`config.mk`:
```
export PLATFORM = sky130hd
export DESIGN_NAME = ksht_hash
export DESIGN_NICKNAME = d
export VERILOG_FILES = /design/src/design/ksht_pkg.sv /design/src/design/ksht_hash.sv
export SDC_FILE = /design/constraint.sdc
export NUM_CORES = 1
export LEC_CHECK = 0
export BUFFER_PORTS_ARGS = -buffer_cell sky130_fd_sc_hd__buf_4
export CORE_MARGIN = 4
export CORE_UTILIZATION = 44
export CTS_CLUSTER_SIZE = 20
export DETAILED_ROUTE_END_ITERATION = 16
export PLACE_DENSITY_LB_ADDON = 0.3
export SYNTH_ARGS = -nofsm -noshare
export SYNTH_HDL_FRONTEND = slang
export SYNTH_SLANG_ARGS = --single-unit
```
`constraint.sdc`:
```
create_clock -name clk -period 5.11 [get_ports clk]
set_input_delay 0.7665 -clock clk [delete_from_list [all_inputs] [get_ports clk]]
set_output_delay 0.7665 -clock clk [all_outputs]
set_load 0.01 [all_outputs]
```
`src/design/ksht_pkg.sv`:
```
// types and constants for the keyed sum hash table
// no dependencies
`default_nettype none
package ksht_pkg;
  localparam logic [63:0] HASH_MULT = 64'd11400714819323198485;
  localparam logic [62:0] SUM_MAX = {63{1'b1}};
  localparam int unsigned LOAD_NUM = 3;
  localparam int unsigned LOAD_DEN = 2;

  localparam logic CMD_ADD = 1'b0;
  localparam logic CMD_POP = 1'b1;

  localparam logic [2:0] ST_UPDATED = 3'd0;
  localparam logic [2:0] ST_NEW     = 3'd1;
  localparam logic [2:0] ST_FULL    = 3'd2;
  localparam logic [2:0] ST_POPPED  = 3'd3;
  localparam logic [2:0] ST_MISSED  = 3'd4;

  typedef enum logic [3:0] {
    S_CLEAR, S_IDLE, S_HASH, S_RD, S_CMP, S_ADD, S_SH_RD, S_SH_HASH, S_SH_CMP,
    S_SH_WR, S_DONE
  } state_t;
endpackage
`default_nettype wire

```
`src/design/ksht_hash.sv`:
```
// iterative hash unit: key times the fibonacci constant, low bits only
// uses ksht_pkg; 8 bits of multiplier per cycle, lowest byte first
`default_nettype none
module ksht_hash import ksht_pkg::*; #(
  parameter int unsigned IDX_W = 6
) (
  input  wire logic             clk,
  input  wire logic             rst_n,
  input  wire logic             go,
  input  wire logic [63:0]      key,
  output logic                  done,
  output logic [IDX_W-1:0]      home
);
  logic [63:0] acc_r, acc_nxt;
  logic [63:0] key_r, key_nxt;
  logic [3:0]  cnt_r, cnt_nxt;
  logic        run_r, run_nxt;
  logic [7:0]  digit;
  logic [71:0] prod;

  // only the low IDX_W bits matter, so shifted partial products may truncate
  always_comb begin
    digit = HASH_MULT[cnt_r[2:0]*8 +: 8];
    prod  = {8'd0, key_r} * {64'd0, digit};
    acc_nxt = acc_r;
    key_nxt = key_r;
    cnt_nxt = cnt_r;
    run_nxt = run_r;
    if (go) begin
      acc_nxt = 64'd0;
      key_nxt = key;
      cnt_nxt = 4'd0;
      run_nxt = 1'b1;
    end else if (run_r) begin
      acc_nxt = acc_r + prod[63:0];
      key_nxt = {key_r[55:0], 8'd0};
      cnt_nxt = cnt_r + 4'd1;
      if (cnt_r == 4'd7) run_nxt = 1'b0;
    end
  end

  always_ff @(posedge clk) begin
    if (!rst_n) begin
      run_r <= 1'b0;
      cnt_r <= 4'd0;
    end else begin
      run_r <= run_nxt;
      cnt_r <= cnt_nxt;
    end
    acc_r <= acc_nxt;
    key_r <= key_nxt;
  end

  assign done = !run_r && !go;
  assign home = acc_r[IDX_W-1:0];
endmodule
`default_nettype wire

```
; Yosys cells after proc, flatten, opt, wreduce, memory -nomap -nowiden
; Index checks and enable logic that the tools add are counted.
[totals]
register_bits = 133
inputBits = 67
out_inout_bits = 7
word_cells = 20
[op_classes]
addsub = 2
multipliers = 1
n_eq_ne = 1
n_shift = 1
mux = 5
bitwise_logic = 1
reduce_logical = 5
[ops]
columns = op, count
row1 = $mux W64, 2
row2 = $add A64 B64 Y64, 1
row3 = $mul A64 B8 Y64, 1
row4 = $shiftx A64 B7 Y8 const A, 1
row5 = $add A4 B1 Y4 const B, 1
row6 = $eq A4 B3 Y1 const B, 1
row7 = $mux W1, 3
row8 = $logic_not A1 Y1, 2
row9 = $reduce_bool A2 Y1, 1
row10 = $reduce_or A2 Y1, 1
row11 = $logic_and A1 B1 Y1, 1
row12 = $not A1 Y1, 1

; Depth between registers and ports, before layout
; Gate-level depths: netlist of run 1.
[depth]
word_depth = 4
ltp_mapped = 19
ltp_nobuf = 19

; Worst setup path before layout of run 1
; OpenSTA, ideal clock, no wires.
[synth_timing]
kind = reg2reg
startpoint = register cnt_r[1]
endpoint = register acc_r[5]
setup_ns = 0.146
arrival_ns = 4.294
t_required_ns = 4.964
slack_ns = 0.671
path_stages_with_launch = 20
n_path_buf = 0
period_less_slack_ns = 4.439
path_cell_list = dfxtp_1 inv_1 ha_1 mux2i_1 and2_1 fa_1 inv_1 fa_1 inv_1 ha_1 inv_1 fa_1 inv_1 fa_1 xnor2_1 xnor2_1 xnor2_1 xnor2_1 xnor2_1 a211oi_2
[synth_between]
elab_chain_len = 3
[synth_lines]
columns = element, line_no
row1 = start: declaration, ksht_hash.sv:16  ; logic [3:0] cnt_r, cnt_nxt;
row2 = start signal: assignment, ksht_hash.sv:48  ; cnt_r <= cnt_nxt;
row3 = $shiftx A64 B7 Y8, ksht_hash.sv:23  ; digit = HASH_MULT[cnt_r[2:0]*8 +: 8];
row4 = $mul A64 B8 Y64, ksht_hash.sv:24  ; prod = {8'd0, key_r} * {64'd0, digit};
row5 = $add A64 B64 Y64, ksht_hash.sv:35  ; acc_nxt = acc_r + prod[63:0];
row6 = end signal: assignment, ksht_hash.sv:50  ; acc_r <= acc_nxt;
row7 = end: declaration, ksht_hash.sv:14  ; logic [63:0] acc_r, acc_nxt;
; No other way between the ends.
; A chain may end at the register's enable or synchronous reset.

; Worst setup path after layout of run 1
[layout_timing]
startpoint = register cnt_r[0]
endpoint = register acc_r[5]
; The elaborated chain is that of the path after synthesis.

==> results of run 1 <==
routing by layer:
metal  vias to the layer above  routed length (um)  share of wire (%)  GRT usage (%)
met5                         -                   0                  0              0
met4                         0                  27                1.2          4.852
met3                         4                  78                3.4          1.599
met2                        17                1093                 47          22.16
met1                       444                1116                 48          17.11
li1                        465                   -                  -              -
critical path, stage by stage, from the launching register on:
cell and delay [ns]:
dfxtp_1 0.42, inv_1 0.10, ha_1 0.34, mux2i_1 0.15, and2_1 0.20, fa_1 0.49
inv_1 0.06, fa_1 0.50, inv_1 0.04, ha_1 0.26, inv_1 0.05, fa_1 0.53
inv_1 0.06, fa_1 0.44, xnor2_1 0.15, xnor2_1 0.22, xnor2_1 0.17, xnor2_1 0.17
xnor2_1 0.16, a211oi_2 0.08
cells in the final DEF, fill, tap and decap left out, types with 4 or more instances in the layout:
cell type | netlist | final
edfxtp_1 | 6 | 6
nor2b_1 | 4 | 4
buf_4 | 0 | 17
nor2_1 | 10 | 10
and2_1 | 13 | 13
mux2i_1 | 10 | 10
nand2_1 | 7 | 7
xnor2_1 | 12 | 12
inv_1 | 14 | 14
fa_1 | 9 | 9
ha_1 | 13 | 13
dfxtp_1 | 11 | 11
sequential cells by signal, indices dropped and copies added, names as in the netlist:
register,count
acc_r,6
cnt_r,4
key_r,6
run_r,1
per-stage QoR:
step / area [um2] / setup WS [ns] / instances / utilization [%] / hold slack [ns]
2_1_floorplan: 1348 / 0.6706 / 133 / - / 0.4798
3_3_place_gp: 1501 / 0.4119 / 178 / 52.63 / 0.5004
3_5_place_dp: 1501 / 0.3589 / 178 / 52.63 / 0.5174
4_1_cts: 1528 / 0.3471 / 182 / 53.55 / 0.5415
5_1_grt: 1528 / 0.1277 / 182 / 53.55 / 0.5930
6_report: 1528 / 0.3849 / 182 / 53.55 / 0.5392
worst paths after layout:
kind	cells after the start	end	slack, ns
hold / removal	2	cnt_r[3]	0.54
setup reg to reg	19	acc_r[5]	0.38
hold reg to reg	2	cnt_r[3]	0.54
setup / recovery	19	acc_r[5]	0.38
cell families (layout without fill, tap and decap cells):
kind of cell,Yosys count,after routing
simple gates,44,44
buf+inv,17,35
flops,17,17
compound gates,8,8
mux,10,10
fa+ha+maj,22,22
xor+xnor,15,15
final cells by class:
type | instances | area share [%]
Multi-Input combinational cell | 99 | 57.74
Inverter | 14 | 3.440
Timing Repair Buffer | 17 | 8.354
Sequential cell | 17 | 26.21
Tap cell | 31 | 2.539
Clock buffer | 4 | 1.720
power by group through the flow:
stage	clock, mW	sequential (mW)	combinational (mW)
2_1_floorplan	0	0.172	0.130
3_3_place_gp	0	0.173	0.173
3_5_place_dp	0	0.174	0.177
4_1_cts	0.0728	0.171	0.180
5_1_grt	0.0772	0.174	0.204
6_report	0.0696	0.171	0.174
==> impl_metrics.csv, run 1 <==
group,metric,value,unit
power_and_ir_drop,p_sw_share,33.98,%
sta,slew_headroom,56.82,%
logic_synthesis,synth.most_common_cell,"inv_1",
logic_synthesis,synth-xor-area-share,9.749,%
sta,worst_pin_slew,0.6468,ns
logic_synthesis,async_reset_ff_share,0,%
worst_setup_path,required,5.26,ns
logic_synthesis,synthTopCellsByCount,"14 x inv_1, 13 x and2_1, 13 x ha_1",
layout,multiInputGateArea,882.1,um2
logic_synthesis,ys.flop_type,"dfxtp_1",
detailed_routing,drt-wirelength-per-cell,12.72,um
placement,port_buffers,15,
power_and_ir_drop,peakVddDrop,0.1558,mV
layout,antennaDiodeCount,0,
placement,place_congestion,0.7593,
power_and_ir_drop,clkPwrFrac,16.8,%
cts,cts_root_buf,"clkbuf_4",
logic_synthesis,synth_edf_count,6,
sta,clock_skew,0.004770,ns
floorplanning,initial_core_util,47.24,%
layout,fillers,256,
cts,cts-htree-levels,1,
logic_synthesis,synth_adder_area_share,25.44,%
run_status,status,"completed",
layout,fin_nets,241,
detailed_routing,vias,930,
floorplanning,fp.coreArea,0.002853,mm2
grt,grt_pass1_vias,997,
floorplanning,fp.dieH,63.34,um
worst_setup_path,reg2reg_from,"cnt_r[0]",
power_and_ir_drop,leakagePower,0.6631,nW
grt,antenna_found_initial,0,
logic_synthesis,synth-compound-area-share,4.550,%
cts,cts_tree,"built",
floorplanning,chipWidth,63.34,um
grt,grt_overflow,0,
worst_setup_path,cp.arrival,4.88,ns
cts,postCtsSetupBuffers,0,
logic_synthesis,yosysSeqAreaShare,29.71,%
cts,clock_latency,0.28,ns
logic_synthesis,synth_area_leaders,"dfxtp_1 16%, fa_1 13%, edfxtp_1 13%, ha_1 12%, xnor2_1 7.8%",
worst_hold_path,min_from,"cnt_r[3]",
logic_synthesis,synth_top_area_share,16.34,%
grt,grt_max_degree,16,
logic_synthesis,avgSynthCellArea,10.13,um2
sta,period_share,92.47,%
logic_synthesis,synth_nets,222,
detailed_routing,routed_via_density,5.110,
worst_hold_path,hold_class,"reg2reg",
detailed_routing,drt_iter0_markers,5,
worst_setup_path,worstSetupStartpoint,"cnt_r[0]",
detailed_routing,ant_nets,0,
layout,seqCellArea,400.4,um2
logic_synthesis,syn-cell-area,0.001348,mm2
power_and_ir_drop,p_seq_share,41.2,%
logic_synthesis,yosys.area_share.simple,18.29,%
logic_synthesis,ys_types,30,
layout,area_delta_synth_final,13.37,%
logic_synthesis,synthCells,133,
layout,layout-drive-gt1-share,17.22,%
logic_synthesis,synth_top_family_by_area,"adder cells",
sta,fmax,0.2116,GHz
sta,maxSlewViolCount,0,
detailed_routing,drc,0,
cts,numCtsBuffers,3,
cts,cts.sinks,17,
floorplanning,fp-row-count,19,
cts,hold_buffers,0,
worst_setup_path,cp-end-kind,"flip-flop",
floorplanning,die_area,0.004012,mm2
run,maxCapViolCount,0,
detailed_routing,totalWireLength,2315,um
power_and_ir_drop,finalPower,414.1,uW
grt,grtUsageTotal,13.13,%
logic_synthesis,synth.area.mux_share,7.428,%
power_and_ir_drop,combPwrFrac,42.0,%
power_and_ir_drop,switchingPower,140.7,uW
cts,ctsResizeCount,0,
logic_synthesis,ys_seq_elements,17,
sta,setup_viol,0,
worst_setup_path,worstSetupStartpointType,"flip-flop",
sta,setup_tns,0,ns
worst_setup_path,critPathKind,"reg2reg",
sta,rsz0062_at_grt,"false",
sta,timing.final.crit_period,4.725,ns
power_and_ir_drop,p_per_area,271.1,mW/mm2
logic_synthesis,yosys_warnings,0,
worst_setup_path,critPathMaxFanout,5,
power_and_ir_drop,p_int,273.4,uW
cts,clk_pin_slew,0.10,ns
detailed_routing,dr.pass1.iters,4,
placement,dp_hpwl,1906,um
logic_synthesis,synth_top_area_cell,"dfxtp_1",
sta,hold_violations,0,
cts,clk_path_buf_depth,2,
grt,grt_pass1_wl,4250,um
floorplanning,pin_count,74,
Power figures use the tool's default switching activity.
==> inputs of run 2 (changes only) <==
--- a/config.mk
+++ b/config.mk
@@ -7,10 +7,11 @@
 export LEC_CHECK = 0
 export BUFFER_PORTS_ARGS = -buffer_cell sky130_fd_sc_hd__buf_4
 export CORE_MARGIN = 4
-export CORE_UTILIZATION = 44
+export CORE_UTILIZATION = 38
 export CTS_CLUSTER_SIZE = 20
 export DETAILED_ROUTE_END_ITERATION = 16
 export PLACE_DENSITY_LB_ADDON = 0.3
+export SKIP_LAST_GASP = 1
 export SYNTH_ARGS = -nofsm -noshare
 export SYNTH_HDL_FRONTEND = slang
 export SYNTH_SLANG_ARGS = --single-unit
==> run 2 against run 1 <==
Effect of this change: sequential share of layout area shrank 0.32 points; non-clock buffer count is the same; design area grew 1.2%; critical endpoint unchanged.
==> impl_metrics.csv, run 2 (synthesis gave the netlist of run 1 again) <==
group,metric,value,unit
layout,instances_no_fill,197,
layout,final_common_cell,"buf_4",
layout,area_delta_synth_final,14.76,%
sta,setup_viol,0,
cts,cts.sinks,17,
layout,antennaDiodeCount,0,
floorplanning,pin_count,74,
worst_setup_path,worstSetupStartpoint,"cnt_r[0]",
layout,fin_util,45.63,%
power_and_ir_drop,peakVddDrop,0.1197,mV
run_status,status,"completed",
cts,numCtsBuffers,3,
detailed_routing,ant_nets,0,
placement,dp.cells,193,
worst_setup_path,r2r-end,"acc_r[5]",
power_and_ir_drop,p_per_area,268.6,mW/mm2
layout,postLayoutCellArea,0.001546,mm2
worst_setup_path,critPathMaxFanout,5,
grt,grt_max_degree,16,
worst_setup_path,crit_family,"adder cells",
cts,cts-htree-levels,1,
worst_hold_path,hold_class,"reg2reg",
grt,grt_pass1_wl,4195,um
power_and_ir_drop,leakagePower,0.6631,nW
cts,ctsResizeCount,0,
floorplanning,die_area,0.004563,mm2
worst_setup_path,critPathKind,"reg2reg",
cts,clk_path_buf_depth,2,
floorplanning,chipWidth,67.55,um
detailed_routing,drt-wirelength-per-cell,11.92,um
worst_setup_path,cp_cell_sequence,"inv_1, ha_1, mux2i_1, and2_1, fa_1, inv_1, fa_1, inv_1, ha_1, inv_1, fa_1, inv_1, fa_1, xnor2_1, xnor2_1, xnor2_1, xnor2_1, xnor2_1, a211oi_2",
worst_setup_path,cp.arrival,4.84,ns
sta,clock_skew,0.003295,ns
worst_setup_path,cp-end-kind,"flip-flop",
detailed_routing,vias,915,
sta,slew_headroom,56.65,%
placement,dp_hpwl,1912,um
placement,port_buffers,15,
cts,cts_root_buf,"clkbuf_4",
detailed_routing,routed_via_density,4.645,
worst_setup_path,required,5.27,ns
sta,maxSlewViolCount,0,
floorplanning,fp-row-count,21,
sta,hold_violations,0,
worst_setup_path,rr_worst_depth,19,
cts,cts_tree,"built",
worst_setup_path,slowest_stage,"fa_1",
sta,timing.hold.ws,0.5331,ns
detailed_routing,dr.pass1.iters,4,
sta,timing.final.crit_period,4.683,ns
worst_setup_path,rrSetupSlack,0.43,ns
sta,rsz0062_at_grt,"false",
worst_setup_path,critPathCapture,"acc_r[5]",
sta,worst_pin_slew,0.6493,ns
cts,hold_buffers,0,
grt,grtUsageTotal,12.26,%
layout,fin_nets,241,
placement,place_congestion,0.8132,
worst_setup_path,reg2reg_from,"cnt_r[0]",
sta,setup_tns,0,ns
detailed_routing,drc,0,
cts,clock_latency,0.29,ns
placement,placed_area,0.001520,mm2
power_and_ir_drop,finalPower,415.4,uW
floorplanning,initial_core_util,39.76,%
grt,grt_overflow,0,
detailed_routing,drt_iter0_markers,4,
cts,clk_pin_slew,0.09,ns
run,maxCapViolCount,0,
worst_setup_path,crit_cells,19,
floorplanning,fp.dieH,67.55,um
layout,layout_common_cells,"17 x buf_4, 14 x inv_1, 13 x and2_1, 13 x ha_1, 12 x xnor2_1",
worst_setup_path,slowest_delay,0.53,ns
worst_setup_path,crit_buf_inv,5,
placement,place_worst_setup_slack,0.3780,ns
worst_setup_path,worstSetupStartpointType,"flip-flop",
grt,antenna_found_initial,0,
cts,postCtsSetupBuffers,0,
floorplanning,fp.coreArea,0.003390,mm2
sta,timing.final.ws_setup,0.4266,ns
detailed_routing,totalWireLength,2349,um
layout,largestRegisters,"acc_r x6, key_r x6, cnt_r x4",
layout,layout-drive-gt1-share,17.22,%
sta,period_share,91.65,%
grt,grt_pass1_vias,949,
sta,fmax,0.2135,GHz
[run 2: cell counts in the layout (fill, tap and decap cells not counted)]
No cell type changed its count.
[run 2: how the worst min path moves through the flow]
stage                     startpoint  endpoint  cells after the start
after floorplan             cnt_r[3]  cnt_r[3]                      2
after global placement      cnt_r[3]  cnt_r[3]                      2
after detailed placement    cnt_r[3]  cnt_r[3]                      2
after CTS                   cnt_r[3]  cnt_r[3]                      2
after global routing        acc_r[3]  acc_r[3]                      2
final                       cnt_r[3]  cnt_r[3]                      2
[run 2: final cells by class]
class | count | area (um2)
well taps | 46 | 57.56
clock buffers | 4 | 26.28
repair buffers | 17 | 127.6
inverters | 14 | 52.55
multi-input cells | 99 | 882.1
fillers | 320 | 1843
flip-flops and latches | 17 | 400.4
[run 2: worst register-to-register path, cell delays in order, from the launching register on]
cell and delay [ns]:
dfxtp_1 0.42, inv_1 0.09, ha_1 0.34, mux2i_1 0.17, and2_1 0.22, fa_1 0.47
inv_1 0.05, fa_1 0.49, inv_1 0.04, ha_1 0.26, inv_1 0.06, fa_1 0.53
inv_1 0.06, fa_1 0.43, xnor2_1 0.19, xnor2_1 0.17, xnor2_1 0.16, xnor2_1 0.15
xnor2_1 0.16, a211oi_2 0.08
[run 2: where the power goes]
group	switching (mW)	leakage [nW]	internal, mW	total (mW)
clock	0.0428	0.0150	0.0304	0.0733
combinational	0.0840	0.495	0.0871	0.171
sequential	0.0168	0.154	0.154	0.171
[run 2: per-layer routing]
layer	share of wire, %	up-vias	track usage, %	wire [um]
li1	-	468	-	-
met5	0	-	0	0
met2	51	14	21.14	1205
met4	2.2	0	6.076	51
met1	44	429	14.92	1045
met3	2.0	4	1.498	46
==> inputs of run 3 (changes only) <==
--- a/config.mk
+++ b/config.mk
@@ -6,6 +6,7 @@
 export NUM_CORES = 1
 export LEC_CHECK = 0
 export BUFFER_PORTS_ARGS = -buffer_cell sky130_fd_sc_hd__buf_4
+export CORE_ASPECT_RATIO = 1.1
 export CORE_MARGIN = 4
 export CORE_UTILIZATION = 38
 export CTS_CLUSTER_SIZE = 20
==> run 3 against run 2 <==
Effect of this change: wire length is 4.6% lower; cell count rose by 1.0%; die area about the same; critical path type unchanged; via count decreased by 2.5%; sequential power is essentially flat; sequential share of layout area about the same; clock power shrank 5.5%; combinational power hardly changed; sequential cell count is the same.
==> impl_metrics.csv, run 3 (synthesis gave the netlist of run 1 again) <==
group,metric,value,unit
grt,grt_pass1_vias,953,
floorplanning,fp-row-count,22,
worst_setup_path,worstSetupStartpointType,"flip-flop",
detailed_routing,dr.pass1.iters,4,
sta,worst_pin_slew,0.6155,ns
cts,clk_pin_slew,0.09,ns
worst_hold_path,hold_class,"reg2reg",
floorplanning,fp.coreArea,0.003386,mm2
grt,grt_overflow,0,
layout,final_common_cell,"buf_4",
layout,layout_common_cells,"17 x buf_4, 14 x inv_1, 13 x and2_1, 13 x ha_1, 12 x xnor2_1",
sta,period_share,92.23,%
sta,rsz0062_at_grt,"false",
sta,slew_headroom,58.91,%
worst_setup_path,required,5.32,ns
sta,setup_tns,0,ns
cts,cts.sinks,17,
layout,instances_no_fill,199,
worst_setup_path,critPathMaxFanout,5,
floorplanning,fp.dieH,70.46,um
cts,hold_buffers,0,
power_and_ir_drop,peakVddDrop,0.1594,mV
layout,largestRegisters,"acc_r x6, key_r x6, cnt_r x4",
power_and_ir_drop,leakagePower,0.6631,nW
detailed_routing,vias,892,
sta,timing.final.crit_period,4.713,ns
run,maxCapViolCount,0,
layout,fin_nets,241,
layout,multiInputGateArea,882.1,um2
floorplanning,initial_core_util,39.80,%
sta,clock_skew,0.002331,ns
layout,area_delta_synth_final,14.95,%
cts,clk_path_buf_depth,2,
layout,fin_util,45.75,%
cts,cts_tree,"built",
placement,place_congestion,0.7834,
layout,layout-drive-gt1-share,17.22,%
layout,seqCellArea,400.4,um2
cts,cts_root_buf,"clkbuf_4",
power_and_ir_drop,p_per_area,266.8,mW/mm2
worst_setup_path,cp-end-kind,"flip-flop",
run_status,status,"completed",
detailed_routing,drt-wirelength-per-cell,11.26,um
layout,antennaDiodeCount,0,
detailed_routing,routed_via_density,4.482,
grt,grt_pass1_wl,4215,um
floorplanning,chipWidth,64.78,um
detailed_routing,totalWireLength,2241,um
layout,fillers,332,
floorplanning,die_area,0.004564,mm2
grt,grt_max_degree,16,
sta,setup_viol,0,
cts,clock_latency,0.28,ns
sta,hold_violations,0,
placement,dp.cells,195,
detailed_routing,drc,0,
cts,ctsResizeCount,0,
floorplanning,pin_count,74,
sta,maxSlewViolCount,0,
placement,port_buffers,15,
placement,dp_hpwl,1852,um
cts,numCtsBuffers,3,
detailed_routing,drt_iter0_markers,5,
sta,timing.hold.ws,0.5487,ns
detailed_routing,ant_nets,0,
grt,antenna_found_initial,0,
sta,fmax,0.2122,GHz
worst_setup_path,critPathKind,"reg2reg",
cts,cts-htree-levels,1,
cts,postCtsSetupBuffers,0,
grt,grtUsageTotal,11.45,%
worst_setup_path,cp.arrival,4.92,ns
==> run 3: per-layer routing <==
layer,share of wire [%],track usage (%)
met3,3.6,1.447
met2,48,19.09
met5,0,0
met1,47,15.24
met4,0.76,3.521
==> run 3: per-stage QoR <==
step                power (mW)  worst slack [ns]  instance area (um2)
finish                  0.4133            0.3973                 1549
global route            0.4540           0.06626                 1549
CTS                     0.4231            0.3417                 1549
detailed placement      0.3495            0.3660                 1523
global placement        0.3471            0.4017                 1523
floorplan               0.3019            0.6706                 1348
==> run 3: final timing paths <==
check	start	slack (ns)	endpoint	cells past startpoint
worst max register to register	cnt_r[0]	0.40	acc_r[5]	19
worst max-delay path	cnt_r[0]	0.40	acc_r[5]	19
worst min-delay path	acc_r[3]	0.55	acc_r[3]	2
worst min register to register	acc_r[3]	0.55	acc_r[3]	2
==> run 3: cell type report <==
| cell class | count | area share [%] |
|---|---|---|
| clock buffer | 4 | 1.696 |
| inverter | 14 | 3.393 |
| multi-input combinational | 99 | 56.95 |
| sequential | 17 | 25.85 |
| tap | 48 | 3.877 |
| timing repair buffer | 17 | 8.239 |
==> run 3: power by group <==
group	total [mW]	switching, mW	internal [mW]
logic	0.174	0.0846	0.0890
registers	0.170	0.0162	0.154
clock network	0.0693	0.0390	0.0303
total	0.413	0.140	0.273
==> run 3: worst max-delay path: stages (launching register included) <==
cell and delay, ns:
dfxtp_1 0.43, inv_1 0.09, ha_1 0.34, mux2i_1 0.16
and2_1 0.21, fa_1 0.47, inv_1 0.05, fa_1 0.49
inv_1 0.04, ha_1 0.26, inv_1 0.05, fa_1 0.53
inv_1 0.06, fa_1 0.45, xnor2_1 0.19, xnor2_1 0.17
xnor2_1 0.16, xnor2_1 0.17, xnor2_1 0.11, a211oi_2 0.21
